### src/rtl/gste_pkg.sv
// shared types and constants for the gptp slave timestamp engine
package gste_pkg;

  localparam int IN_DATA_W   = 352;
  localparam int IN_USER_W   = 4;
  localparam int OUT_DATA_W  = 144;
  localparam int OUT_USER_W  = 3;
  localparam int CFG_ADDR_W  = 1;
  localparam int CFG_DATA_W  = 64;
  localparam int TIME_W      = 63;
  localparam int IDENT_W     = 64;
  localparam int PORT_W      = 16;
  localparam int SEQ_W       = 16;
  localparam int WIDE_W      = 64;

  localparam logic [CFG_ADDR_W-1:0] REG_LOCAL_IDENT       = 1'd0;
  localparam logic [CFG_ADDR_W-1:0] REG_LOCAL_PORT_NUMBER = 1'd1;

  typedef enum logic [2:0] {
    OP_SYNC            = 3'd0,
    OP_FOLLOWUP        = 3'd1,
    OP_PDELAY_RESP     = 3'd2,
    OP_PDELAY_RESP_FU  = 3'd3,
    OP_ANNOUNCE        = 3'd4,
    OP_PDELAY_REQ_SENT = 3'd5
  } op_t;

  typedef struct packed {
    op_t                     operation;
    logic                    frame_ok;
    logic [SEQ_W-1:0]        seq_num;
    logic [IDENT_W-1:0]      source_ident;
    logic [IDENT_W-1:0]      requesting_ident;
    logic [PORT_W-1:0]       requesting_port_number;
    logic [TIME_W-1:0]       local_time_ns;
    logic [TIME_W-1:0]       message_time_ns;
    logic signed [WIDE_W-1:0] correction_scaled;
  } item_t;

  typedef struct packed {
    logic signed [WIDE_W-1:0] offset_ns;
    logic                     offset_valid;
    logic signed [WIDE_W-1:0] path_delay_ns;
    logic                     path_delay_updated;
    logic [SEQ_W-1:0]         request_sequence_number;
    logic                     master_locked;
  } result_t;

  typedef struct packed {
    logic [IDENT_W-1:0] ident;
    logic [PORT_W-1:0]  port_number;
  } port_id_t;

endpackage

### src/rtl/gste_delay_calc.sv
// smoothed mean path delay update from the four pdelay timestamps
module gste_delay_calc (
  input  logic [gste_pkg::TIME_W-1:0]        t1,
  input  logic [gste_pkg::TIME_W-1:0]        t2,
  input  logic [gste_pkg::TIME_W-1:0]        t3,
  input  logic [gste_pkg::TIME_W-1:0]        t4,
  input  logic signed [gste_pkg::WIDE_W-1:0] old_delay,
  output logic signed [gste_pkg::WIDE_W-1:0] new_delay
);
  import gste_pkg::*;

  logic signed [WIDE_W-1:0] d41;
  logic signed [WIDE_W-1:0] d32;
  logic signed [WIDE_W:0]   diff;
  logic signed [WIDE_W:0]   half;
  logic signed [WIDE_W+3:0] old_x;
  logic signed [WIDE_W+3:0] acc;
  logic signed [WIDE_W+3:0] acc_rnd;
  logic signed [WIDE_W+3:0] acc_div;

  always_comb begin
    // 63-bit times, so the 64-bit differences are exact
    d41  = $signed({1'b0, t4} - {1'b0, t1});
    d32  = $signed({1'b0, t2} - {1'b0, t3}) ;
    diff = {d41[WIDE_W-1], d41} + {d32[WIDE_W-1], d32};
    // halve toward zero
    half = (diff + {{WIDE_W{1'b0}}, diff[WIDE_W]}) >>> 1;
    old_x = {{4{old_delay[WIDE_W-1]}}, old_delay};
    acc   = (old_x <<< 3) - old_x + {{4{half[WIDE_W-1]}}, half[WIDE_W-1:0]};
    // divide by eight toward zero
    acc_rnd = acc + (acc[WIDE_W+3] ? (WIDE_W+4)'(7) : (WIDE_W+4)'(0));
    acc_div = acc_rnd >>> 3;
    new_delay = acc_div[WIDE_W-1:0];
  end

endmodule

### src/rtl/gste_event_core.sv
// per-item protocol state: master lock, sync capture, pdelay captures, path delay
module gste_event_core (
  input  logic                clk,
  input  logic                rst_n,
  input  logic                fire,
  input  gste_pkg::item_t     item,
  input  gste_pkg::port_id_t  local_id,
  output gste_pkg::result_t   result
);
  import gste_pkg::*;

  logic                     master_valid_r, master_valid_nxt;
  logic [IDENT_W-1:0]       master_identity_r, master_identity_nxt;
  logic [SEQ_W-1:0]         sync_sequence_r, sync_sequence_nxt;
  logic [TIME_W-1:0]        sync_time_r, sync_time_nxt;
  logic [TIME_W-1:0]        req_send_time_r, req_send_time_nxt;
  logic [TIME_W-1:0]        resp_rx_time_r, resp_rx_time_nxt;
  logic [TIME_W-1:0]        remote_rx_time_r, remote_rx_time_nxt;
  logic signed [WIDE_W-1:0] smoothed_r, smoothed_nxt;
  logic [SEQ_W-1:0]         next_seq_r, next_seq_nxt;
  logic                     sync_seen_r, sync_seen_nxt;
  logic                     request_seen_r, request_seen_nxt;
  logic                     response_seen_r, response_seen_nxt;

  logic                     ours;
  logic signed [WIDE_W-1:0] corr_ns;
  logic signed [WIDE_W-1:0] new_delay;

  gste_delay_calc u_delay (
    .t1        (req_send_time_r),
    .t2        (remote_rx_time_r),
    .t3        (item.message_time_ns),
    .t4        (resp_rx_time_r),
    .old_delay (smoothed_r),
    .new_delay (new_delay)
  );

  always_comb begin
    ours = (item.requesting_ident == local_id.ident) &&
           (item.requesting_port_number == local_id.port_number);
    corr_ns = item.correction_scaled >>> 16;

    master_valid_nxt    = master_valid_r;
    master_identity_nxt = master_identity_r;
    sync_sequence_nxt   = sync_sequence_r;
    sync_time_nxt       = sync_time_r;
    req_send_time_nxt   = req_send_time_r;
    resp_rx_time_nxt    = resp_rx_time_r;
    remote_rx_time_nxt  = remote_rx_time_r;
    smoothed_nxt        = smoothed_r;
    next_seq_nxt        = next_seq_r;
    sync_seen_nxt       = sync_seen_r;
    request_seen_nxt    = request_seen_r;
    response_seen_nxt   = response_seen_r;

    result.offset_ns               = '0;
    result.offset_valid            = 1'b0;
    result.path_delay_updated      = 1'b0;
    result.request_sequence_number = '0;

    // request send stamps are taken whatever the frame check says
    if (item.operation == OP_PDELAY_REQ_SENT) begin
      req_send_time_nxt = item.local_time_ns;
      request_seen_nxt  = 1'b1;
      result.request_sequence_number = next_seq_r;
      next_seq_nxt = next_seq_r + SEQ_W'(1);
    end else if (item.frame_ok) begin
      case (item.operation)
        OP_SYNC: begin
          if (!master_valid_r || item.source_ident == master_identity_r) begin
            sync_sequence_nxt = item.seq_num;
            sync_time_nxt     = item.local_time_ns;
            sync_seen_nxt     = 1'b1;
          end
        end
        OP_FOLLOWUP: begin
          if (sync_seen_r && item.seq_num == sync_sequence_r) begin
            result.offset_ns = $signed({1'b0, sync_time_r}) -
                               ($signed({1'b0, item.message_time_ns}) + corr_ns);
            result.offset_valid = 1'b1;
          end
        end
        OP_PDELAY_RESP: begin
          if (ours) begin
            resp_rx_time_nxt   = item.local_time_ns;
            remote_rx_time_nxt = item.message_time_ns;
            response_seen_nxt  = 1'b1;
          end
        end
        OP_PDELAY_RESP_FU: begin
          if (ours && request_seen_r && response_seen_r) begin
            smoothed_nxt              = new_delay;
            result.path_delay_updated = 1'b1;
            req_send_time_nxt         = '0;
            resp_rx_time_nxt          = '0;
            remote_rx_time_nxt        = '0;
            request_seen_nxt          = 1'b0;
            response_seen_nxt         = 1'b0;
          end
        end
        OP_ANNOUNCE: begin
          if (!master_valid_r) begin
            master_identity_nxt = item.source_ident;
            master_valid_nxt    = 1'b1;
          end
        end
        default: begin
        end
      endcase
    end

    result.path_delay_ns = smoothed_nxt;
    result.master_locked = master_valid_nxt;
  end

  always_ff @(posedge clk) begin
    if (!rst_n) begin
      master_valid_r    <= 1'b0;
      master_identity_r <= '0;
      sync_sequence_r   <= '0;
      sync_time_r       <= '0;
      req_send_time_r   <= '0;
      resp_rx_time_r    <= '0;
      remote_rx_time_r  <= '0;
      smoothed_r        <= '0;
      next_seq_r        <= '0;
      sync_seen_r       <= 1'b0;
      request_seen_r    <= 1'b0;
      response_seen_r   <= 1'b0;
    end else if (fire) begin
      master_valid_r    <= master_valid_nxt;
      master_identity_r <= master_identity_nxt;
      sync_sequence_r   <= sync_sequence_nxt;
      sync_time_r       <= sync_time_nxt;
      req_send_time_r   <= req_send_time_nxt;
      resp_rx_time_r    <= resp_rx_time_nxt;
      remote_rx_time_r  <= remote_rx_time_nxt;
      smoothed_r        <= smoothed_nxt;
      next_seq_r        <= next_seq_nxt;
      sync_seen_r       <= sync_seen_nxt;
      request_seen_r    <= request_seen_nxt;
      response_seen_r   <= response_seen_nxt;
    end
  end

  // grandmaster lock never drops once taken
  a_lock_sticky: assert property (@(posedge clk) disable iff (!rst_n)
    master_valid_r |=> master_valid_r)
    else $error("master lock dropped");

  // each request sent bumps the sequence counter by one
  a_seq_step: assert property (@(posedge clk) disable iff (!rst_n)
    fire && item.operation == OP_PDELAY_REQ_SENT |=>
      next_seq_r == $past(next_seq_r) + SEQ_W'(1))
    else $error("request sequence did not advance");

  // a path delay update starts a fresh round
  a_upd_clears: assert property (@(posedge clk) disable iff (!rst_n)
    fire && result.path_delay_updated |=>
      !request_seen_r && !response_seen_r && req_send_time_r == '0)
    else $error("pdelay captures not cleared");

  // short frames leave lock and delay untouched
  a_short_frame: assert property (@(posedge clk) disable iff (!rst_n)
    fire && !item.frame_ok && item.operation != OP_PDELAY_REQ_SENT |=>
      $stable(master_valid_r) && $stable(smoothed_r) && $stable(sync_seen_r))
    else $error("short frame changed state");

endmodule

### src/rtl/gptp_slave_timestamp_engine_unit.sv
// top level: stream ports, config registers, input and result registers
// The engine takes one parsed gPTP event item per clock cycle while in_tready
// is high and returns one result item for it: the item is held in an input
// register, the protocol state and the path delay average are updated by one
// pass of logic, and the result lands in an output register. in_tready stays
// high while the output register is empty or being taken, so a stalled result
// side holds at most two items before the input side backs up. Configuration
// writes are taken in any cycle and act on items processed after them.
module gptp_slave_timestamp_engine_unit (
  input  logic                               clk,
  input  logic                               rst_n,
  input  logic                               in_tvalid,
  output logic                               in_tready,
  // seq_id[15:0] src_clock[79:16] req_clock[143:80] req_port[159:144]
  // local_time[222:160] msg_time[285:223] correction[349:286] zero pad[351:350]
  input  logic [gste_pkg::IN_DATA_W-1:0]     in_tdata,
  // operation[2:0] frame_ok[3]
  input  logic [gste_pkg::IN_USER_W-1:0]     in_tuser,
  output logic                               out_tvalid,
  input  logic                               out_tready,
  // offset_ns[63:0] path_delay_ns[127:64] request_sequence_number[143:128]
  output logic [gste_pkg::OUT_DATA_W-1:0]    out_tdata,
  // offset_valid[0] path_delay_updated[1] master_locked[2]
  output logic [gste_pkg::OUT_USER_W-1:0]    out_tuser,
  input  logic                               cfg_wen,
  input  logic [gste_pkg::CFG_ADDR_W-1:0]    cfg_addr,
  input  logic [gste_pkg::CFG_DATA_W-1:0]    cfg_wdata
);
  import gste_pkg::*;

  item_t    in_item;
  item_t    item_r;
  logic     in_valid_r;
  logic     out_valid_r;
  logic [OUT_DATA_W-1:0] out_data_r;
  logic [OUT_USER_W-1:0] out_user_r;
  port_id_t local_id_r;
  logic     advance;
  logic     fire;
  result_t  res;

  always_comb begin
    in_item.operation              = op_t'(in_tuser[2:0]);
    in_item.frame_ok               = in_tuser[3];
    in_item.seq_num                = in_tdata[15:0];
    in_item.source_ident           = in_tdata[79:16];
    in_item.requesting_ident       = in_tdata[143:80];
    in_item.requesting_port_number = in_tdata[159:144];
    in_item.local_time_ns          = in_tdata[222:160];
    in_item.message_time_ns        = in_tdata[285:223];
    in_item.correction_scaled      = $signed(in_tdata[349:286]);
  end

  assign advance   = !out_valid_r || out_tready;
  assign fire      = in_valid_r && advance;
  assign in_tready = !in_valid_r || advance;

  always_ff @(posedge clk) begin
    if (!rst_n) begin
      local_id_r <= '0;
    end else if (cfg_wen) begin
      case (cfg_addr)
        REG_LOCAL_IDENT:       local_id_r.ident       <= cfg_wdata;
        REG_LOCAL_PORT_NUMBER: local_id_r.port_number <= cfg_wdata[PORT_W-1:0];
        default: begin
        end
      endcase
    end
  end

  always_ff @(posedge clk) begin
    if (!rst_n) begin
      in_valid_r <= 1'b0;
    end else if (in_tvalid && in_tready) begin
      in_valid_r <= 1'b1;
    end else if (fire) begin
      in_valid_r <= 1'b0;
    end
  end

  always_ff @(posedge clk) begin
    if (in_tvalid && in_tready) begin
      item_r <= in_item;
    end
  end

  gste_event_core u_core (
    .clk      (clk),
    .rst_n    (rst_n),
    .fire     (fire),
    .item     (item_r),
    .local_id (local_id_r),
    .result   (res)
  );

  always_ff @(posedge clk) begin
    if (!rst_n) begin
      out_valid_r <= 1'b0;
    end else if (fire) begin
      out_valid_r <= 1'b1;
    end else if (out_tready) begin
      out_valid_r <= 1'b0;
    end
  end

  always_ff @(posedge clk) begin
    if (fire) begin
      out_data_r <= {res.request_sequence_number, res.path_delay_ns, res.offset_ns};
      out_user_r <= {res.master_locked, res.path_delay_updated, res.offset_valid};
    end
  end

  assign out_tvalid = out_valid_r;
  assign out_tdata  = out_data_r;
  assign out_tuser  = out_user_r;

endmodule

### config.mk
export PLATFORM = sky130hd
export DESIGN_NAME = gptp_slave_timestamp_engine_unit
export DESIGN_NICKNAME = d
export VERILOG_FILES = /design/src/rtl/gste_pkg.sv /design/src/rtl/gste_delay_calc.sv /design/src/rtl/gste_event_core.sv /design/src/rtl/gptp_slave_timestamp_engine_unit.sv
export SDC_FILE = /design/constraint.sdc
export NUM_CORES = 2
export LEC_CHECK = 0
export BUFFER_PORTS_ARGS = -buffer_cell sky130_fd_sc_hd__buf_2
export CAP_MARGIN = 5
export CORE_MARGIN = 5
export CORE_UTILIZATION = 42
export DETAILED_ROUTE_END_ITERATION = 10
export GPL_TIMING_DRIVEN = 0
export HOLD_SLACK_MARGIN = 0.05
export SLEW_MARGIN = 20
export SYNTH_ARGS = -nofsm -noshare
export SYNTH_HDL_FRONTEND = slang
export SYNTH_HIERARCHICAL = 1
export SYNTH_SLANG_ARGS = --single-unit
### constraint.sdc
create_clock -name clk -period 35.1 [get_ports clk]
set_clock_uncertainty 0.2 [all_clocks]
set_input_delay 3.51 -clock clk [delete_from_list [all_inputs] [get_ports clk]]
set_output_delay 3.51 -clock clk [all_outputs]
set_load 0.02 [all_outputs]
==> flow_summary.html <==
<table>
<tr><th>Metric</th><th>Value</th></tr>
<tr><th colspan="2">Worst setup path</th></tr>
<tr><td>WS Path Type</td><td>reg -&gt; reg</td></tr>
<tr><td>RR Endpoint</td><td>out_tdata[126]$_DFFE_PP_</td></tr>
<tr><td>Dominant cell type by count on the critical path</td><td>sky130_fd_sc_hd__o21ai_0</td></tr>
<tr><td>Launch point of the critical path</td><td>u_core/req_send_time_r[1]$_SDFFE_PN0P_</td></tr>
<tr><td>Reg2reg setup slack</td><td>17.64 ns</td></tr>
<tr><td>Crit path to</td><td>out_tdata[126]$_DFFE_PP_</td></tr>
<tr><td>Crit-path max FO</td><td>10</td></tr>
<tr><td>Type of element capturing the critical path</td><td>register</td></tr>
<tr><td>RR Startpoint</td><td>u_core/req_send_time_r[1]$_SDFFE_PN0P_</td></tr>
<tr><td>Slowest cell on crit path</td><td>sky130_fd_sc_hd__a31oi_1</td></tr>
<tr><td>Data arrival, critical path</td><td>between 15 and 20 ns</td></tr>
<tr><td>Crit path launch type</td><td>register</td></tr>
<tr><td>Req. time, crit path</td><td>roughly 35 ns</td></tr>
<tr><td>Number of cell instances on the worst register-to-register path</td><td>66</td></tr>
<tr><td>Critical Path Max Stage Delay</td><td>0.71 ns</td></tr>
<tr><th colspan="2">Routing</th></tr>
<tr><td>Detailed-route wire length</td><td>roughly 190000 um</td></tr>
<tr><td>Vias</td><td>about 49000</td></tr>
<tr><td>Remaining routing DRC violations</td><td>0</td></tr>
<tr><td>Number of design-rule violations left by the first detailed-router iteration</td><td>3126</td></tr>
<tr><td>Per-cell routed wire length</td><td>roughly 21 um</td></tr>
<tr><td>Detailed Routing Iterations Pass 1</td><td>5</td></tr>
<tr><td>Final ANT Viol Nets</td><td>0</td></tr>
<tr><td>Number of vias per cell after detailed routing</td><td>5.326</td></tr>
<tr><th colspan="2">Floorplanning</th></tr>
<tr><td>Horiz. Die Dim</td><td>about 390 um</td></tr>
<tr><td>Die outline area</td><td>between 150000 and 200000 um^2</td></tr>
<tr><td>Die extent in y</td><td>roughly 390 um</td></tr>
<tr><td>Number of primary I/O pins</td><td>around 580</td></tr>
<tr><td>Initial Util</td><td>around 42%</td></tr>
<tr><td>Placeable Area</td><td>approximately 140000 um^2</td></tr>
<tr><td>Number of cell rows</td><td>139</td></tr>
<tr><th colspan="2">Timing</th></tr>
<tr><td>Least-Margin Pin Slew</td><td>1.169 ns</td></tr>
<tr><td>Setup slack after layout</td><td>~18 ns</td></tr>
<tr><td>Post-route minimum period</td><td>between 15 and 20 ns</td></tr>
<tr><td>Share of the clock period used by the worst path</td><td>49.74%</td></tr>
<tr><td>Achievable frequency</td><td>about 0.057 GHz</td></tr>
<tr><td>Tightest slew margin relative to the limit</td><td>~22%</td></tr>
<tr><td>Hold Violations, Final</td><td>0</td></tr>
<tr><td>Total setup violations reported at the end of the flow</td><td>0</td></tr>
<tr><td>RSZ-0062 raised after global routing</td><td>no</td></tr>
<tr><td>Final Max Tran Viols</td><td>0</td></tr>
<tr><td>Setup total negative slack</td><td>0 ns</td></tr>
<tr><th colspan="2">Cells and area</th></tr>
<tr><td>Synth-to-layout area growth</td><td>15.68%</td></tr>
<tr><td>Most common library cell in the layout ignoring fill and taps</td><td>sky130_fd_sc_hd__nand2_1</td></tr>
<tr><td>Number of filler instances in the final layout</td><td>13720</td></tr>
<tr><td>Top library cells by usage in the layout, fill and taps aside</td><td>sky130_fd_sc_hd__nand2_1, sky130_fd_sc_hd__buf_2, sky130_fd_sc_hd__inv_1</td></tr>
<tr><td>Fraction of final layout cells with drive strength greater than 1</td><td>between 10% and 20%</td></tr>
<tr><td>Layout Nets</td><td>8043</td></tr>
<tr><th colspan="2">GRT</th></tr>
<tr><td>Global-route wire length before repair</td><td>286900 um</td></tr>
<tr><td>Leftover overflow at the end of global routing</td><td>0</td></tr>
<tr><td>Largest net degree at the start of global routing</td><td>30</td></tr>
<tr><td>Antenna violations before repair</td><td>39</td></tr>
<tr><td>Global-route total usage across every layer</td><td>24.38%</td></tr>
<tr><td>Vias in the first global route</td><td>between 40000 and 50000</td></tr>
<tr><th colspan="2">Pwr</th></tr>
<tr><td>Maximum vdd ir drop</td><td>roughly 40 uV</td></tr>
<tr><td>Power per cell area</td><td>between 60 and 70 nW/um^2</td></tr>
<tr><td>Leak Pwr</td><td>28.26 nW</td></tr>
<tr><td>Share of total power in the clock network</td><td>25.4%</td></tr>
<tr><td>Fraction of power consumed by combinational cells</td><td>46.7%</td></tr>
<tr><td>Switching part of the total power</td><td>a little over 40%</td></tr>
<tr><td>Switching power total</td><td>1.846 mW</td></tr>
<tr><td>Internal Dissipation</td><td>~2.7 mW</td></tr>
<tr><td>Part of the power in registers</td><td>between 20% and 30%</td></tr>
<tr><th colspan="2">Clock tree</th></tr>
<tr><td>Number of post-CTS setup repair buffers</td><td>0</td></tr>
<tr><td>Cell chosen for the clock root</td><td>sky130_fd_sc_hd__clkbuf_16</td></tr>
<tr><td>CTS HTree Levels</td><td>3</td></tr>
<tr><td>CTS tree</td><td>built</td></tr>
<tr><td>Clock transition at the registers of the reported paths</td><td>roughly 0.060 ns</td></tr>
<tr><td>Hold buffer count at cts</td><td>0</td></tr>
<tr><td>Number of buffers added by the clock tree synthesis step</td><td>~110</td></tr>
<tr><td>Cells resized by post-CTS repair</td><td>0</td></tr>
<tr><td>Maximum root-to-sink buffer count</td><td>3</td></tr>
<tr><td>Num Clock Sinks</td><td>983</td></tr>
<tr><td>Skew-Pair Late Insertion Delay</td><td>roughly 0.73 ns</td></tr>
<tr><th colspan="2">Run</th></tr>
<tr><td>Number of maximum-capacitance violations</td><td>0</td></tr>
<tr><th colspan="2">Placement</th></tr>
<tr><td>Post-DP HPWL</td><td>157100 um</td></tr>
<tr><td>GP Congestion</td><td>just over 0.9</td></tr>
<tr><td>Worst-case setup slack after placement</td><td>about 18 ns</td></tr>
<tr><td>Count of port buffers added during placement</td><td>approximately 560</td></tr>
<tr><th colspan="2">Synth</th></tr>
<tr><td>Mapped Cells</td><td>6470</td></tr>
<tr><td>Average cell area after synthesis</td><td>between 9 and 10 um^2</td></tr>
<tr><td>Cell area after synthesis</td><td>around 61000 um^2</td></tr>
<tr><td>Syn_nets</td><td>7354</td></tr>
<tr><td>Warnings, synthesis</td><td>6</td></tr>
<tr><th colspan="2">Hold path</th></tr>
<tr><td>Hold/Removal Path Class</td><td>reg -&gt; reg</td></tr>
<tr><th colspan="2">Status</th></tr>
<tr><td>Outcome</td><td>finished clean</td></tr>
</table>
## per-layer routing
layer  global-route usage [%]  vias to the layer above  routed length, um
met5                        0                        -                211
met4                    8.885                       30               7251
met3                    4.309                      302              11170
li1                         -                    24070                  -
met1                    30.82                    23070              81400
met2                    41.91                     1392              91930
## area by class of cell
type | count | area, um^2 | area share [%]
plain buffers | 251 | 1124 | 1.599
repair buffers | 582 | 3425 | 4.875
flip-flops and latches | 983 | 24530 | 34.92
inverters | 538 | 2019 | 2.875
clock inverters | 68 | 815.8 | 1.161
diodes | 21 | 52.55 | 0.07480
multi-input cells | 4698 | 33100 | 47.12
well taps | 1903 | 2381 | 3.389
clock buffers | 129 | 2799 | 3.984
## power groups by stage
stage                     Combinational (mW)  Clock, mW  Sequential [mW]
after floorplan                         1.60          0             1.31
after global placement                  2.08          0             1.32
after detailed placement                2.10          0             1.30
after CTS                               2.12       1.19             1.27
after global routing                    2.37       1.24             1.28
final                                   2.13       1.16             1.27
## worst max-delay path, delay by kind of cell (launching register included)
family,cells,cell delay [ns]
xor gates and xnor gates,3,0.79
buffers and inverters,7,1.21
muxes,1,0.12
DFF,1,0.35
and+or+nand+nor,22,4.32
AOI/OAI and AO/OA,27,8.33
adders and majority gates,6,1.79
## registers in the layout, summed over array words and instances, names as in the netlist
name,count
u_core/master_valid_r,1
u_core/next_seq_r,16
item_r,338
out_tuser,3
local_id_r,80
u_core/sync_time_r,63
out_tvalid,1
u_core/remote_rx_time_r,63
in_valid_r,1
u_core/req_send_time_r,63
u_core/sync_seen_r,1
out_tdata,144
u_core/request_seen_r,1
u_core/smoothed_r,64
u_core/master_identity_r,64
u_core/response_seen_r,1
u_core/resp_rx_time_r,63
u_core/sync_sequence_r,16
## worst min path at each step
stage	end	startpoint	cells after the start
2_1_floorplan	u_core/sync_seen_r$_SDFFE_PN0P_	u_core/sync_seen_r$_SDFFE_PN0P_	1
3_3_place_gp	u_core/sync_seen_r$_SDFFE_PN0P_	u_core/sync_seen_r$_SDFFE_PN0P_	1
3_5_place_dp	u_core/sync_seen_r$_SDFFE_PN0P_	u_core/sync_seen_r$_SDFFE_PN0P_	1
4_1_cts	u_core/sync_seen_r$_SDFFE_PN0P_	u_core/sync_seen_r$_SDFFE_PN0P_	1
5_1_grt	local_id_r[26]$_SDFFE_PN0P_	local_id_r[26]$_SDFFE_PN0P_	2
6_report	u_core/sync_seen_r$_SDFFE_PN0P_	u_core/sync_seen_r$_SDFFE_PN0P_	1
## stage by stage
step	utilization, %	instances	area [um^2]	hold slack [ns]	power (mW)
finish	48.90	9173	70250	0.2665	4.570
global route	48.87	9154	70200	0.2844	4.885
CTS	48.87	9152	70200	0.2679	4.579
detailed placement	46.35	8955	66590	0.2537	3.401
global placement	45.87	8929	65890	0.2469	3.400
floorplan	-	6470	60730	0.2404	2.909
No activity file was read; power rests on OpenSTA's default activity.
